==> src/design/assert_macros.svh <==
// Assertion macros used by the RTL.
`ifndef ASSERT_MACROS_SVH
`define ASSERT_MACROS_SVH

// Same-cycle implication, disabled while reset is asserted.
`define ASSERT_IMPL(lbl, clk, rst_n, ante, cons, msg) \
    lbl: assert property (@(posedge clk) disable iff (!rst_n) (ante) |-> (cons)) \
        else $error(msg);

// Next-cycle implication, disabled while reset is asserted.
`define ASSERT_NEXT(lbl, clk, rst_n, ante, cons, msg) \
    lbl: assert property (@(posedge clk) disable iff (!rst_n) (ante) |=> (cons)) \
        else $error(msg);

`endif

==> src/design/ddr3mr_pkg.sv <==
`timescale 1ns / 1ps

package ddr3mr_pkg;

    // Configuration register indexes.
    typedef enum logic [2:0] {
        CFG_DIMM_TYPE       = 3'd0,
        CFG_BOARD_KIND      = 3'd1,
        CFG_DIMMS_POPULATED = 3'd2,
        CFG_RANK_COUNTS     = 3'd3,
        CFG_FREQ_INDEX      = 3'd4,
        CFG_TIMING_WORD     = 3'd5,
        CFG_MODE_BITS       = 3'd6,
        CFG_PRESENCE_MASKS  = 3'd7
    } t_cfg_idx;

    // Mode register selected by a request.
    typedef enum logic [1:0] {
        MR0 = 2'd0,
        MR1 = 2'd1,
        MR2 = 2'd2,
        MR3 = 2'd3
    } t_mr_cmd;

    localparam int CFG_DATA_W = 24;
    localparam int WORD_W     = 24;

    // DIMM type codes.
    localparam logic [1:0] DIMM_UNBUF = 2'd0;
    localparam logic [1:0] DIMM_REG   = 2'd1;
    localparam logic [1:0] DIMM_LR    = 2'd2;

    // Memory clock codes.
    localparam logic [4:0] FREQ_667  = 5'h04;
    localparam logic [4:0] FREQ_800  = 5'h06;
    localparam logic [4:0] FREQ_1066 = 5'h0a;
    localparam logic [4:0] FREQ_1333 = 5'h0e;
    localparam logic [4:0] FREQ_1600 = 5'h12;

    // Bank address patterns and mirroring constants.
    localparam logic [WORD_W-1:0] C_BA_MR1      = 24'h040000;
    localparam logic [WORD_W-1:0] C_BA_MR2      = 24'h080000;
    localparam logic [WORD_W-1:0] C_BA_MR3      = 24'h0c0000;
    localparam logic [WORD_W-1:0] C_MIRROR_BITS = 24'h0c01f8;
    localparam logic [7:0]        C_EVEN_MASK   = 8'h55;
    localparam logic [7:0]        C_ODD_MASK    = 8'haa;

    // Configuration register file.
    typedef struct packed {
        logic [1:0]  dimm_type;
        logic [1:0]  board_kind;
        logic [1:0]  dimms_populated;
        logic [11:0] rank_counts;
        logic [4:0]  freq_index;
        logic [14:0] timing_word;
        logic [3:0]  mode_bits;
        logic [23:0] presence_masks;
    } t_cfg;

    // Rank count of one DIMM slot.
    function automatic logic [2:0] f_ranks_of(input t_cfg c, input logic [1:0] d);
        logic [2:0] r;
        case (d)
            2'd0:    r = c.rank_counts[2:0];
            2'd1:    r = c.rank_counts[5:3];
            2'd2:    r = c.rank_counts[8:6];
            default: r = c.rank_counts[11:9];
        endcase
        return r;
    endfunction

    // Write recovery code for MR0.
    function automatic logic [2:0] f_wr_code(input logic [4:0] twr);
        logic [2:0] r;
        case (twr)
            5'h05:   r = 3'd1;
            5'h06:   r = 3'd2;
            5'h07:   r = 3'd3;
            5'h08:   r = 3'd4;
            5'h0a:   r = 3'd5;
            5'h0c:   r = 3'd6;
            5'h0e:   r = 3'd7;
            default: r = 3'd0;
        endcase
        return r;
    endfunction

    // CAS latency code for MR0; the low bit lands in A2.
    function automatic logic [3:0] f_cl_code(input logic [4:0] tcl);
        logic [3:0] r;
        case (tcl)
            5'h05:   r = 4'd2;
            5'h06:   r = 4'd4;
            5'h07:   r = 4'd6;
            5'h08:   r = 4'd8;
            5'h09:   r = 4'd10;
            5'h0a:   r = 4'd12;
            5'h0b:   r = 4'd14;
            5'h0c:   r = 4'd1;
            5'h0d:   r = 4'd3;
            5'h0e:   r = 4'd5;
            5'h0f:   r = 4'd7;
            5'h10:   r = 4'd9;
            default: r = 4'd0;
        endcase
        return r;
    endfunction

    // Registered DIMM, two slots: nominal termination by population.
    function automatic logic [2:0] f_nom_reg_two(input t_cfg c, input logic rank,
                                                 input logic [2:0] one_val);
        logic [2:0] a;
        logic [2:0] b;
        logic [2:0] t;
        a = f_ranks_of(c, 2'd0);
        b = f_ranks_of(c, 2'd1);
        t = 3'd0;
        if (c.dimms_populated == 2'd1) begin
            if (a < 3'd4 && b < 3'd4) return one_val;
            return rank ? 3'd0 : one_val;
        end
        if (a < 3'd4 && b < 3'd4) return 3'd3;
        if (a == 3'd4) begin
            t = (b == 3'd1) ? 3'd5 : 3'd1;
        end else if (b == 3'd4) begin
            t = (a == 3'd1) ? 3'd5 : 3'd1;
        end
        if (rank) t = 3'd0;
        return t;
    endfunction

    // Nominal ODT value for MR1.
    function automatic logic [2:0] f_rtt_nom(input t_cfg c, input logic rank);
        logic [4:0] f;
        logic [1:0] nd;
        logic [1:0] mx;
        logic [2:0] a;
        logic [2:0] b;
        f  = c.freq_index;
        nd = c.dimms_populated;
        mx = c.board_kind;
        a  = f_ranks_of(c, 2'd0);
        b  = f_ranks_of(c, 2'd1);
        if (c.dimm_type == DIMM_LR || mx == 2'd0) return 3'd0;
        if (c.dimm_type == DIMM_REG) begin
            if (mx == 2'd1) begin
                if (f == FREQ_667 || f == FREQ_800) return (a < 3'd4 || !rank) ? 3'd2 : 3'd0;
                if (f == FREQ_1066) return 3'd1;
                if (f == FREQ_1333) return (a < 3'd4) ? 3'd1 : (rank ? 3'd0 : 3'd3);
                return 3'd3;
            end
            if (mx == 2'd2) begin
                if (f == FREQ_667 || f == FREQ_800) return f_nom_reg_two(c, rank, 3'd2);
                if (f == FREQ_1066) return f_nom_reg_two(c, rank, 3'd1);
                if (f == FREQ_1333) begin
                    if (nd != 2'd1) return 3'd5;
                    if (a < 3'd4 && b < 3'd4) return 3'd1;
                    return rank ? 3'd0 : 3'd3;
                end
                return (nd == 2'd1) ? 3'd3 : 3'd4;
            end
            return 3'd0;
        end
        if (mx == 2'd1) begin
            if (f == FREQ_667 || f == FREQ_800) return 3'd2;
            if (f == FREQ_1066 || f == FREQ_1333) return 3'd1;
            return 3'd3;
        end
        if (mx == 2'd2) begin
            if (nd == 2'd1) begin
                return (f <= FREQ_800) ? 3'd2 : (f <= FREQ_1333) ? 3'd1 : 3'd3;
            end
            return (f <= FREQ_1066) ? 3'd3 : (f <= FREQ_1333) ? 3'd5 : 3'd4;
        end
        if (nd == 2'd2) begin
            if (f <= FREQ_1066) return rank ? 3'd0 : 3'd3;
            if (f <= FREQ_1333) return rank ? 3'd0 : 3'd5;
        end
        return 3'd0;
    endfunction

    // Dynamic ODT value for MR2.
    function automatic logic [1:0] f_rtt_wr(input t_cfg c, input logic [1:0] dimm);
        logic [4:0] f;
        logic [1:0] nd;
        logic [1:0] mx;
        logic [2:0] rc;
        logic [2:0] a;
        logic [2:0] b;
        f  = c.freq_index;
        nd = c.dimms_populated;
        mx = c.board_kind;
        rc = f_ranks_of(c, dimm);
        a  = f_ranks_of(c, 2'd0);
        b  = f_ranks_of(c, 2'd1);
        if (c.dimm_type == DIMM_LR || mx == 2'd0) return 2'd0;
        if (c.dimm_type == DIMM_REG) begin
            if (mx == 2'd1) begin
                if (f == FREQ_667 || f == FREQ_800 || f == FREQ_1066 || f == FREQ_1333)
                    return (rc < 3'd3) ? 2'd0 : 2'd2;
                return 2'd0;
            end
            if (mx == 2'd2) begin
                if (f == FREQ_667 || f == FREQ_800)
                    return (nd == 2'd1 && a < 3'd4 && b < 3'd4) ? 2'd0 : 2'd2;
                if (f == FREQ_1066) begin
                    if (nd == 2'd1) return (a < 3'd4 && b < 3'd4) ? 2'd0 : 2'd2;
                    return 2'd1;
                end
                if (f == FREQ_1333) return 2'd2;
                return (nd == 2'd1) ? 2'd0 : 2'd1;
            end
            if (f == FREQ_1066 || f == FREQ_1333)
                return (f_ranks_of(c, 2'd2) < 3'd4) ? 2'd1 : 2'd2;
            if (f == FREQ_1600) return 2'd1;
            return 2'd2;
        end
        if (mx == 2'd1) return 2'd0;
        if (mx == 2'd2) begin
            if (nd == 2'd2 && f == FREQ_1600) return 2'd1;
            if (nd == 2'd1) return 2'd0;
            return 2'd2;
        end
        if (nd == 2'd1) begin
            if (f <= FREQ_1066) return 2'd2;
            return (rc < 3'd3) ? 2'd1 : 2'd2;
        end
        if (nd == 2'd2) return 2'd2;
        return 2'd0;
    endfunction

endpackage

==> src/design/ddr3_mode_register_word_gen.sv <==
`timescale 1ns / 1ps

// DDR3 MRS word generator: each request names a mode register (MR0..MR3, in
// s_axis_tuser) and a chip select (in s_axis_tdata) and yields the 24-bit
// MRS address word, with chip select at bits 23:21 and bank address at
// 19:18, after address mirroring for mirrored ranks on unbuffered DIMMs.
// The block takes one request per clock while the result side keeps up. A
// request is captured in an input register at the edge that accepts it. The
// table lookups and bit packing between that register and the result register
// are combinational. The word is loaded into the result register once that
// register is free, and m_axis presents it from there.
// Back-pressure on the result side stalls the input side only once both
// registers hold data. Configuration is written through i_cfg_we /
// i_cfg_addr / i_cfg_wdata and must only change while no request is in
// flight.
`include "assert_macros.svh"

module ddr3_mode_register_word_gen (
    input  logic                              i_clk,
    input  logic                              i_rst_n,
    // Configuration write port.
    input  logic                              i_cfg_we,
    input  logic [2:0]                        i_cfg_addr,
    input  logic [ddr3mr_pkg::CFG_DATA_W-1:0] i_cfg_wdata,
    // Request stream.
    input  logic                              s_axis_tvalid,
    output logic                              s_axis_tready,
    input  logic [7:0]                        s_axis_tdata,  // [2:0] chip_select
    input  logic [1:0]                        s_axis_tuser,  // [1:0] cmd
    // Result stream.
    output logic                              m_axis_tvalid,
    input  logic                              m_axis_tready,
    output logic [23:0]                       m_axis_tdata,  // [23:0] mrs_word
    output logic                              m_axis_tuser   // [0] was_mirrored
);
    import ddr3mr_pkg::*;

    t_cfg              r_cfg;
    logic              r_in_valid;
    t_mr_cmd           r_in_cmd;
    logic [2:0]        r_in_cs;
    logic              r_out_valid;
    logic [WORD_W-1:0] r_out_word;
    logic              r_out_mirr;

    logic              w_adv_out;
    logic              w_adv_in;
    logic [1:0]        w_dimm;
    logic              w_rank;
    logic [3:0]        w_cl;
    logic [2:0]        w_nom;
    logic [7:0]        w_x8;
    logic [7:0]        w_x4;
    logic [7:0]        w_other;
    logic [7:0]        w_mirror_mask;
    logic [WORD_W-1:0] w_word;
    logic [WORD_W-1:0] w_swapped;
    logic              w_mirror_on;
    logic [WORD_W-1:0] n_out_word;

    // Pipeline advance: the result register frees up when empty or taken.
    assign w_adv_out     = !r_out_valid || m_axis_tready;
    assign w_adv_in      = !r_in_valid || w_adv_out;
    assign s_axis_tready = w_adv_in;

    // Configuration registers.
    always_ff @(posedge i_clk) begin
        if (!i_rst_n) begin
            r_cfg.dimm_type       <= DIMM_UNBUF;
            r_cfg.board_kind      <= 2'd1;
            r_cfg.dimms_populated <= 2'd1;
            r_cfg.rank_counts     <= '0;
            r_cfg.freq_index      <= FREQ_667;
            r_cfg.timing_word     <= '0;
            r_cfg.mode_bits       <= '0;
            r_cfg.presence_masks  <= '0;
        end else if (i_cfg_we) begin
            case (t_cfg_idx'(i_cfg_addr))
                CFG_DIMM_TYPE:       r_cfg.dimm_type       <= i_cfg_wdata[1:0];
                CFG_BOARD_KIND:      r_cfg.board_kind      <= i_cfg_wdata[1:0];
                CFG_DIMMS_POPULATED: r_cfg.dimms_populated <= i_cfg_wdata[1:0];
                CFG_RANK_COUNTS:     r_cfg.rank_counts     <= i_cfg_wdata[11:0];
                CFG_FREQ_INDEX:      r_cfg.freq_index      <= i_cfg_wdata[4:0];
                CFG_TIMING_WORD:     r_cfg.timing_word     <= i_cfg_wdata[14:0];
                CFG_MODE_BITS:       r_cfg.mode_bits       <= i_cfg_wdata[3:0];
                CFG_PRESENCE_MASKS:  r_cfg.presence_masks  <= i_cfg_wdata[23:0];
                default: begin
                end
            endcase
        end
    end

    // Input register.
    always_ff @(posedge i_clk) begin
        if (!i_rst_n) begin
            r_in_valid <= 1'b0;
        end else if (w_adv_in) begin
            r_in_valid <= s_axis_tvalid;
        end
    end

    always_ff @(posedge i_clk) begin
        if (w_adv_in && s_axis_tvalid) begin
            r_in_cmd <= t_mr_cmd'(s_axis_tuser);
            r_in_cs  <= s_axis_tdata[2:0];
        end
    end

    // Word assembly for the registered request.
    assign w_dimm  = r_in_cs[2:1];
    assign w_rank  = r_in_cs[0];
    assign w_cl    = f_cl_code(r_cfg.timing_word[4:0]);
    assign w_nom   = f_rtt_nom(r_cfg, w_rank);
    assign w_x8    = r_cfg.presence_masks[7:0];
    assign w_x4    = r_cfg.presence_masks[15:8];
    assign w_other = w_dimm[0] ? (w_x4 & C_EVEN_MASK) : (w_x4 & C_ODD_MASK);

    always_comb begin
        w_word = {r_in_cs, 21'd0};
        case (r_in_cmd)
            MR0: begin
                w_word[12]   = r_cfg.mode_bits[2];
                w_word[11:9] = f_wr_code(r_cfg.timing_word[9:5]);
                w_word[8]    = 1'b1;
                w_word[6:4]  = w_cl[3:1];
                w_word[3]    = 1'b1;
                w_word[2]    = w_cl[0];
                w_word[1:0]  = r_cfg.mode_bits[1:0];
            end
            MR1: begin
                w_word     = w_word | C_BA_MR1;
                w_word[11] = w_x8[w_dimm] && (w_other != 8'd0) &&
                             (r_cfg.dimm_type == DIMM_LR);
                w_word[9]  = w_nom[2];
                w_word[6]  = w_nom[1];
                w_word[2]  = w_nom[0];
                w_word[1]  = (r_cfg.dimm_type != DIMM_LR);
            end
            MR2: begin
                w_word       = w_word | C_BA_MR2;
                w_word[10:9] = f_rtt_wr(r_cfg, w_dimm);
                w_word[7]    = 1'b1;
                w_word[5:3]  = r_cfg.timing_word[12:10] - 3'd5;
            end
            MR3: begin
                w_word = w_word | C_BA_MR3;
            end
            default: begin
            end
        endcase
    end

    // Address mirroring: odd chip selects of the active channel on unbuffered DIMMs.
    always_comb begin
        if (r_cfg.mode_bits[3]) begin
            w_mirror_mask = r_cfg.presence_masks[23:16] & C_ODD_MASK;
        end else begin
            w_mirror_mask = {r_cfg.presence_masks[22:16] & C_EVEN_MASK[6:0], 1'b0};
        end
        w_mirror_on = (r_cfg.dimm_type != DIMM_REG) && (r_cfg.dimm_type != DIMM_LR) &&
                      w_mirror_mask[r_in_cs];
        w_swapped     = w_word & ~C_MIRROR_BITS;
        w_swapped[3]  = w_word[4];
        w_swapped[4]  = w_word[3];
        w_swapped[5]  = w_word[6];
        w_swapped[6]  = w_word[5];
        w_swapped[7]  = w_word[8];
        w_swapped[8]  = w_word[7];
        w_swapped[18] = w_word[19];
        w_swapped[19] = w_word[18];
        n_out_word    = w_mirror_on ? w_swapped : w_word;
    end

    // Result register.
    always_ff @(posedge i_clk) begin
        if (!i_rst_n) begin
            r_out_valid <= 1'b0;
        end else if (w_adv_out) begin
            r_out_valid <= r_in_valid;
        end
    end

    always_ff @(posedge i_clk) begin
        if (w_adv_out && r_in_valid) begin
            r_out_word <= n_out_word;
            r_out_mirr <= w_mirror_on;
        end
    end

    assign m_axis_tvalid = r_out_valid;
    assign m_axis_tdata  = r_out_word;
    assign m_axis_tuser  = r_out_mirr;

    // Checks.
    `ASSERT_IMPL(a_stall_only_full, i_clk, i_rst_n, !s_axis_tready,
        r_in_valid && r_out_valid && !m_axis_tready, "input stalled with room free")
    `ASSERT_NEXT(a_in_moves_out, i_clk, i_rst_n, r_in_valid && w_adv_out,
        r_out_valid, "request lost between input and result register")
    `ASSERT_IMPL(a_mirror_odd_cs, i_clk, i_rst_n, m_axis_tvalid && m_axis_tuser,
        m_axis_tdata[21], "mirroring applied to an even chip select")
    `ASSERT_IMPL(a_mirror_unbuf, i_clk, i_rst_n, r_in_valid && w_mirror_on,
        r_cfg.dimm_type != DIMM_REG && r_cfg.dimm_type != DIMM_LR,
        "mirroring applied to a buffered DIMM")

endmodule

==> config.mk <==
export PLATFORM = sky130hd
export DESIGN_NAME = ddr3_mode_register_word_gen
export DESIGN_NICKNAME = d
export VERILOG_FILES = /design/src/design/ddr3mr_pkg.sv /design/src/design/ddr3_mode_register_word_gen.sv
export VERILOG_INCLUDE_DIRS = /design/src /design/src/design
export SDC_FILE = /design/constraint.sdc
export NUM_CORES = 1
export LEC_CHECK = 0
export BUFFER_PORTS_ARGS = -buffer_cell sky130_fd_sc_hd__buf_4
export CAP_MARGIN = 0
export CORE_MARGIN = 2
export CORE_UTILIZATION = 50
export DETAILED_ROUTE_END_ITERATION = 8
export PLACE_DENSITY_LB_ADDON = 0.1
export SYNTH_ARGS = -nofsm -noshare
export SYNTH_HDL_FRONTEND = slang
export SYNTH_SLANG_ARGS = --single-unit
==> constraint.sdc <==
create_clock -name i_clk -period 1.7 [get_ports i_clk]
set_input_delay 0.34 -clock i_clk [delete_from_list [all_inputs] [get_ports i_clk]]
set_output_delay 0.34 -clock i_clk [all_outputs]
set_load 0.01 [all_outputs]
==> results.ini, run 1 <==
[global_route]
grt_first_pass_wirelength_mm=18.5
grt_antenna_before_repair=0
grt_usage_pct=24.0
grt_remaining_overflow=0
grt_pass1_vias=3664
grt_max_degree=36

[hold_path]
hold_depth=1
hold_class=in2reg

[synth]
synthArstFlopShare_pct=0
syn_inst=491
synth_cell_types=69
ys_seq_elements=90
synth_edf_count=24
syn_area_per_cell_um2=9.09
ys_warn_count=0
seq_area_frac_synth_pct=45.7
synthFlopType=dfxtp_1
syn_area_um2=4470

[final_layout]
areaGrowthSynthToFinish_pct=28.5
drive_gt1_share_pct=30.6
mostFrequentLayoutCells=buf_4, nand2_1, dfxtp_1, a21boi_0, edfxtp_1
postLayoutCoreUtil_pct=66.1
layout.nets=638
multi_input_area_um2=2320
fill_cells=754
seqCellArea_um2=2050
final_common_cell=buf_4
final_cells=706
diodes=0

[timing]
skew_ns=0.0127
min_period_ns=1.91
rsz0062_at_grt=true
slew_viol_final=0
finalSetupTns_ns=-0.993
fmax_mhz=524
finalHoldViolations=0
worstMarginPinSlew_ns=0.630
setup_slack_ns=-0.209
setup_violations=11
fin_crit_sh_pct=112
slew_headroom_pct=57.9

[critical_path]
cp_max_fo=2
cp_slowest_stage_delay_ns=0.44
cp-start-kind=flip-flop
r2r_slack_ns=-0.21
slowest_stage=or3b_4
r2r_cells=5
crit_chain=or3b_4, a2111o_1, a32oi_1, a41oi_1, o21ai_1
required_ns=1.90
critPathArrivalTime_ns=2.11
cp-end-kind=flip-flop
worstSetupPathType=reg2reg

[floorplanning]
num_rows=34
fp.dieW_um=98.5
core_um2=8680
fp.dieArea_um2=9700
start_util_pct=51.5
die_h_um=98.5
io_pins=69

[routing]
via_per_inst=5.36
wire_per_inst_um=15.8
drc=0
vias=3786
postRouteAntennaNets=0
drtPass1Iterations=5
wirelength_mm=11.2
drtIter0Drc=225

[clocking]
cts_max_level=3
path_clk_slew_ns=0.10
numCtsBuffers=9
root_buffer=clkbuf_8
holdBufCountCts=0
clock_latency_ns=0.36
clockBufferDepth=2
cts_sinks=90
cts_tree=built

[status]
failed_checks=negative setup slack
status=finished with violations

[placement]
dp_cells=684
port_buffers=57
globalplace.congestion=0.905
dp_hpwl_mm=8.54
pre_cts_slack_ns=-0.209

[power_and_ir_drop]
leakagePower_uw=0.00223
peakVddDrop_v=0.000477
p_per_area_nw_per_um2=749

[flow_run]
cap_violations=0

## metrics by stage
stage | total power (uW) | instance area, um2 | hold slack [ns]
2_1_floorplan | 2610 | 4520 | 0.438
3_3_place_gp | 2820 | 5370 | 0.448
3_5_place_dp | 2830 | 5370 | 0.455
4_1_cts | 4320 | 5680 | 0.134
5_1_grt | 4470 | 5740 | 0.129
6_report | 4300 | 5740 | 0.147
## area by class of cell
cell class	instances	area share, %
Multi-Input combinational cell	353	40.4
Sequential cell	90	35.8
Timing Repair Buffer	125	17.1
Tap cell	108	2.36
Clock buffer	10	2.22
Clock inverter	6	1.24
Inverter	14	0.916
## metal layers
layer | routed length [um] | share of wire [%] | global-route usage, % | vias to the layer above
met4 | 90 | 0.81 | 6.01 | 0
met1 | 5200 | 47 | 32.8 | 1759
met3 | 499 | 4.5 | 4.33 | 9
met5 | 0 | 0 | 0 | -
li1 | - | - | - | 1916
met2 | 5370 | 48 | 39.9 | 102
## worst paths after layout
kind | startpoint | end
setup / recovery | r_in_cs[0]$_DFFE_PP_ | m_axis_tdata[2]$_DFFE_PP_
hold / removal | s_axis_tdata[0] | r_in_cs[0]$_DFFE_PP_
setup reg to reg | r_in_cs[0]$_DFFE_PP_ | m_axis_tdata[2]$_DFFE_PP_
hold reg to reg | r_cfg[23]$_SDFFE_PN0P_ | r_cfg[23]$_SDFFE_PN0P_
## power breakdown
part | switching [uW] | internal (uW)
Sequential | 40.0 | 2260
Combinational | 245 | 253
Clock | 798 | 699
Total | 1080 | 3210
## cells by family (layout without fill, tap and decap cells)
family          count (synthesis)  in the layout  share of synthesized area, %
compound gates                107            107                          17.1
other cells                     1              6                        0.0840
fa+ha+maj                       3              3                         0.841
xor+xnor                        4              4                         0.785
flops                          90             90                          45.7
mux                            27             27                          7.03
buf+inv                        53            155                          5.44
simple gates                  206            206                          23.0
## sequential cells by signal, indices dropped and copies added, names as in the netlist
register       flops
r_cfg             60
r_in_cs            3
m_axis_tuser       1
w_cl               4
m_axis_tdata      18
r_in_cmd           2
m_axis_tvalid      1
r_in_valid         1
## synth_stat cells (4+ instances only)
library cell | n | share of area, %
a31oi_1 | 5 | 0.70
a21oi_1 | 15 | 1.7
a21boi_0 | 43 | 7.2
mux2i_1 | 19 | 4.3
o31ai_1 | 4 | 0.67
mux2_2 | 5 | 1.3
nor2_1 | 22 | 1.8
nand2_1 | 102 | 8.6
and2_1 | 4 | 0.56
nand2b_1 | 5 | 0.70
clkbuf_1 | 22 | 1.8
nand3_1 | 7 | 0.78
inv_1 | 14 | 1.2
nor2b_1 | 21 | 2.9
dfxtp_1 | 66 | 30
nor3b_1 | 9 | 1.5
buf_2 | 7 | 0.78
nor3_1 | 5 | 0.56
buf_4 | 7 | 1.2
o21ai_0 | 8 | 0.90
edfxtp_1 | 24 | 16
## repair_timing
action / CTS / global route
gates resized for setup: 20 / 15
pin swaps: 3 / 5
endpoints found under the setup margin: 18 / 12
buffers inserted: 5 / 1
## critical path, delay by kind of cell, from the launching register on
kind | cells | cell delay (ns)
flip-flops | 1 | 0.43
AND/OR/NAND/NOR | 1 | 0.44
AO/OA/AOI/OAI | 4 | 0.87
Power figures use the tool's default switching activity.
==> run 2, diff against run 1 <==
- clock period: 1.7 -> 2.35 ns (I/O delays scaled with it)
==> results.ini, run 2 (synthesis results as in run 1) <==
[clocking]
holdBufCountCts=0  ; unchanged
clockBufferDepth=2  ; unchanged
root_buffer=clkbuf_8  ; unchanged
numCtsBuffers=9  ; unchanged
cts_sinks=90  ; unchanged
path_clk_slew_ns=0.10  ; about the same
clock_latency_ns=0.38  ; was 0.36 ns
cts_tree=built  ; unchanged
cts_setup_buffers=0  ; was 5
cts_max_level=3  ; unchanged
ctsResizeCount=0  ; was 20

[critical_path]
crit_path_start=r_cfg[46]$_SDFFE_PN0P_  ; was r_in_cs[0]$_DFFE_PP_
required_ns=2.48  ; was 1.90 ns
reg2reg_from=r_cfg[46]$_SDFFE_PN0P_  ; was r_in_cs[0]$_DFFE_PP_
slowest_stage=dfxtp_1  ; was or3b_4
critPathArrivalTime_ns=2.24  ; was 2.11 ns
cp-start-kind=flip-flop  ; unchanged
crit_chain=nand4bb_1, o311ai_0, a31oi_1, a21oi_1, nor3_2  ; was or3b_4, a2111o_1, a32oi_1, a41oi_1, o21ai_1
r2r_end=m_axis_tdata[6]$_DFFE_PP_  ; was m_axis_tdata[2]$_DFFE_PP_
r2r_slack_ns=0.25  ; was -0.21 ns
crit_end=m_axis_tdata[6]$_DFFE_PP_  ; was m_axis_tdata[2]$_DFFE_PP_
cp-end-kind=flip-flop  ; unchanged
cp_max_fo=14  ; was 2
cp_slowest_stage_delay_ns=0.61  ; was 0.44 ns
r2r_cells=5  ; unchanged
worstSetupPathType=reg2reg  ; unchanged

[final_layout]
regMostFlops=r_cfg  ; unchanged
drive_gt1_share_pct=19.2  ; was 30.6%
areaGrowthSynthToFinish_pct=16.4  ; was 28.5%
postLayoutCoreUtil_pct=59.9  ; was 66.1%
layout.nets=586  ; was 638
largest_reg_flops=60  ; unchanged
mostFrequentLayoutCells=nand2_1, buf_4, dfxtp_1, a21boi_0, edfxtp_1  ; was buf_4, nand2_1, dfxtp_1, a21boi_0, edfxtp_1
diodes=0  ; unchanged
final_common_cell=nand2_1  ; was buf_4

[floorplanning]
die_h_um=98.5  ; unchanged
core_um2=8680  ; unchanged
fp.dieW_um=98.5  ; unchanged
fp.dieArea_um2=9700  ; unchanged
start_util_pct=51.5  ; unchanged
io_pins=69  ; unchanged
num_rows=34  ; unchanged

[placement]
globalplace.congestion=0.908  ; was 0.905
dp_hpwl_mm=8.02  ; was 8.54 mm
port_buffers=57  ; unchanged

[global_route]
grt_max_degree=35  ; was 36
grt_pass1_vias=3483  ; was 3,664
grt_usage_pct=22.9  ; was 24.0%
grt_remaining_overflow=0  ; unchanged
grt_antenna_before_repair=0  ; unchanged
grt_first_pass_wirelength_mm=17.6  ; was 18.5 mm

[routing]
drtIter0Drc=216  ; was 225
via_per_inst=5.68  ; was 5.36
wire_per_inst_um=16.8  ; was 15.8 um
drc=0  ; unchanged
vias=3715  ; was 3,786
postRouteAntennaNets=0  ; unchanged
drtPass1Iterations=6  ; was 5
wirelength_mm=11.0  ; was 11.2 mm

[status]
status=complete, no violations  ; was finished with violations

[timing]
setup_violations=0  ; was 11
rsz0062_at_grt=false  ; was true
slew_viol_final=0  ; unchanged
hold_ws_ns=0.271  ; was 0.147 ns
fmax_mhz=475  ; was 524 MHz
fin_crit_sh_pct=89.6  ; was 112%
min_period_ns=2.10  ; was 1.91 ns
skew_ns=0.0115  ; was 0.0127 ns
finalHoldViolations=0  ; unchanged
worstMarginPinSlew_ns=1.05  ; was 0.630 ns
finalSetupTns_ns=0  ; was -0.993 ns
slew_headroom_pct=30.0  ; was 57.9%

[power_and_ir_drop]
leakagePower_uw=0.00193  ; was 0.00223 uW
peakVddDrop_v=0.000324  ; was 0.000477 V
p_per_area_nw_per_um2=603  ; was 749 nW/um2

[flow_run]
cap_violations=0  ; unchanged

[hold_path]
hold_class=in2reg  ; unchanged

==> run 2: cell count changes in the layout (fill, tap and decap cells not counted), moves of 4 or more <==
cell,before,now
buf_4,119,73
buf_6,4,0
dfxtp_1,59,66
dfxtp_2,6,0
==> run 2: layout make-up <==
cell class,instances,area (um2)
flip-flops and latches,90,2040
fillers,780,3480
clock buffers,9,124
well taps,108,135
inverters,14,52.6
repair buffers,73,548
multi-input cells,353,2200
clock inverters,7,93.8
==> run 2: per-layer routing <==
layer | track usage, % | up-vias | routed length (um)
met5 | 0 | - | 0
met4 | 7.69 | 0 | 171
met3 | 2.77 | 15 | 631
met2 | 37.2 | 142 | 5130
met1 | 31.9 | 1739 | 5060
li1 | - | 1819 | -
==> run 2: through the flow <==
| stage | total power (uW) | worst slack [ns] | instance area (um2) | std cells |
|---|---|---|---|---|
| 6_report | 3130 | 0.245 | 5200 | 654 |
| 5_1_grt | 3240 | 0.0671 | 5200 | 654 |
| 4_1_cts | 3150 | 0.314 | 5200 | 654 |
| 3_5_place_dp | 2010 | 0.337 | 4980 | 638 |
| 3_3_place_gp | 2010 | 0.290 | 4980 | 638 |
| 2_1_floorplan | 1880 | 0.483 | 4480 | 496 |
==> run 2: worst min-delay path by stage <==
stage,from,endpoint,slack [ns],cells past startpoint
final,s_axis_tdata[0],r_in_cs[0]$_DFFE_PP_,0.27,1
after global routing,s_axis_tdata[0],r_in_cs[0]$_DFFE_PP_,0.26,1
after CTS,s_axis_tdata[0],r_in_cs[0]$_DFFE_PP_,0.26,1
after detailed placement,r_cfg[1]$_SDFFE_PN0P_,r_cfg[1]$_SDFFE_PN0P_,0.46,2
after global placement,r_cfg[1]$_SDFFE_PN0P_,r_cfg[1]$_SDFFE_PN0P_,0.45,2
after floorplan,r_cfg[14]$_SDFFE_PN0P_,r_cfg[14]$_SDFFE_PN0P_,0.44,2
==> run 2: critical path, delay by kind of cell, from the launching register on <==
kind / cells / cell delay (ns)
AOI/OAI and AO/OA: 3 / 0.89
DFF: 1 / 0.61
and+or+nand+nor: 2 / 0.36
==> run 2: report_power, final <==
group,switching (uW),internal [uW]
sequential,37.4,1640
combinational,158,144
clock,637,521
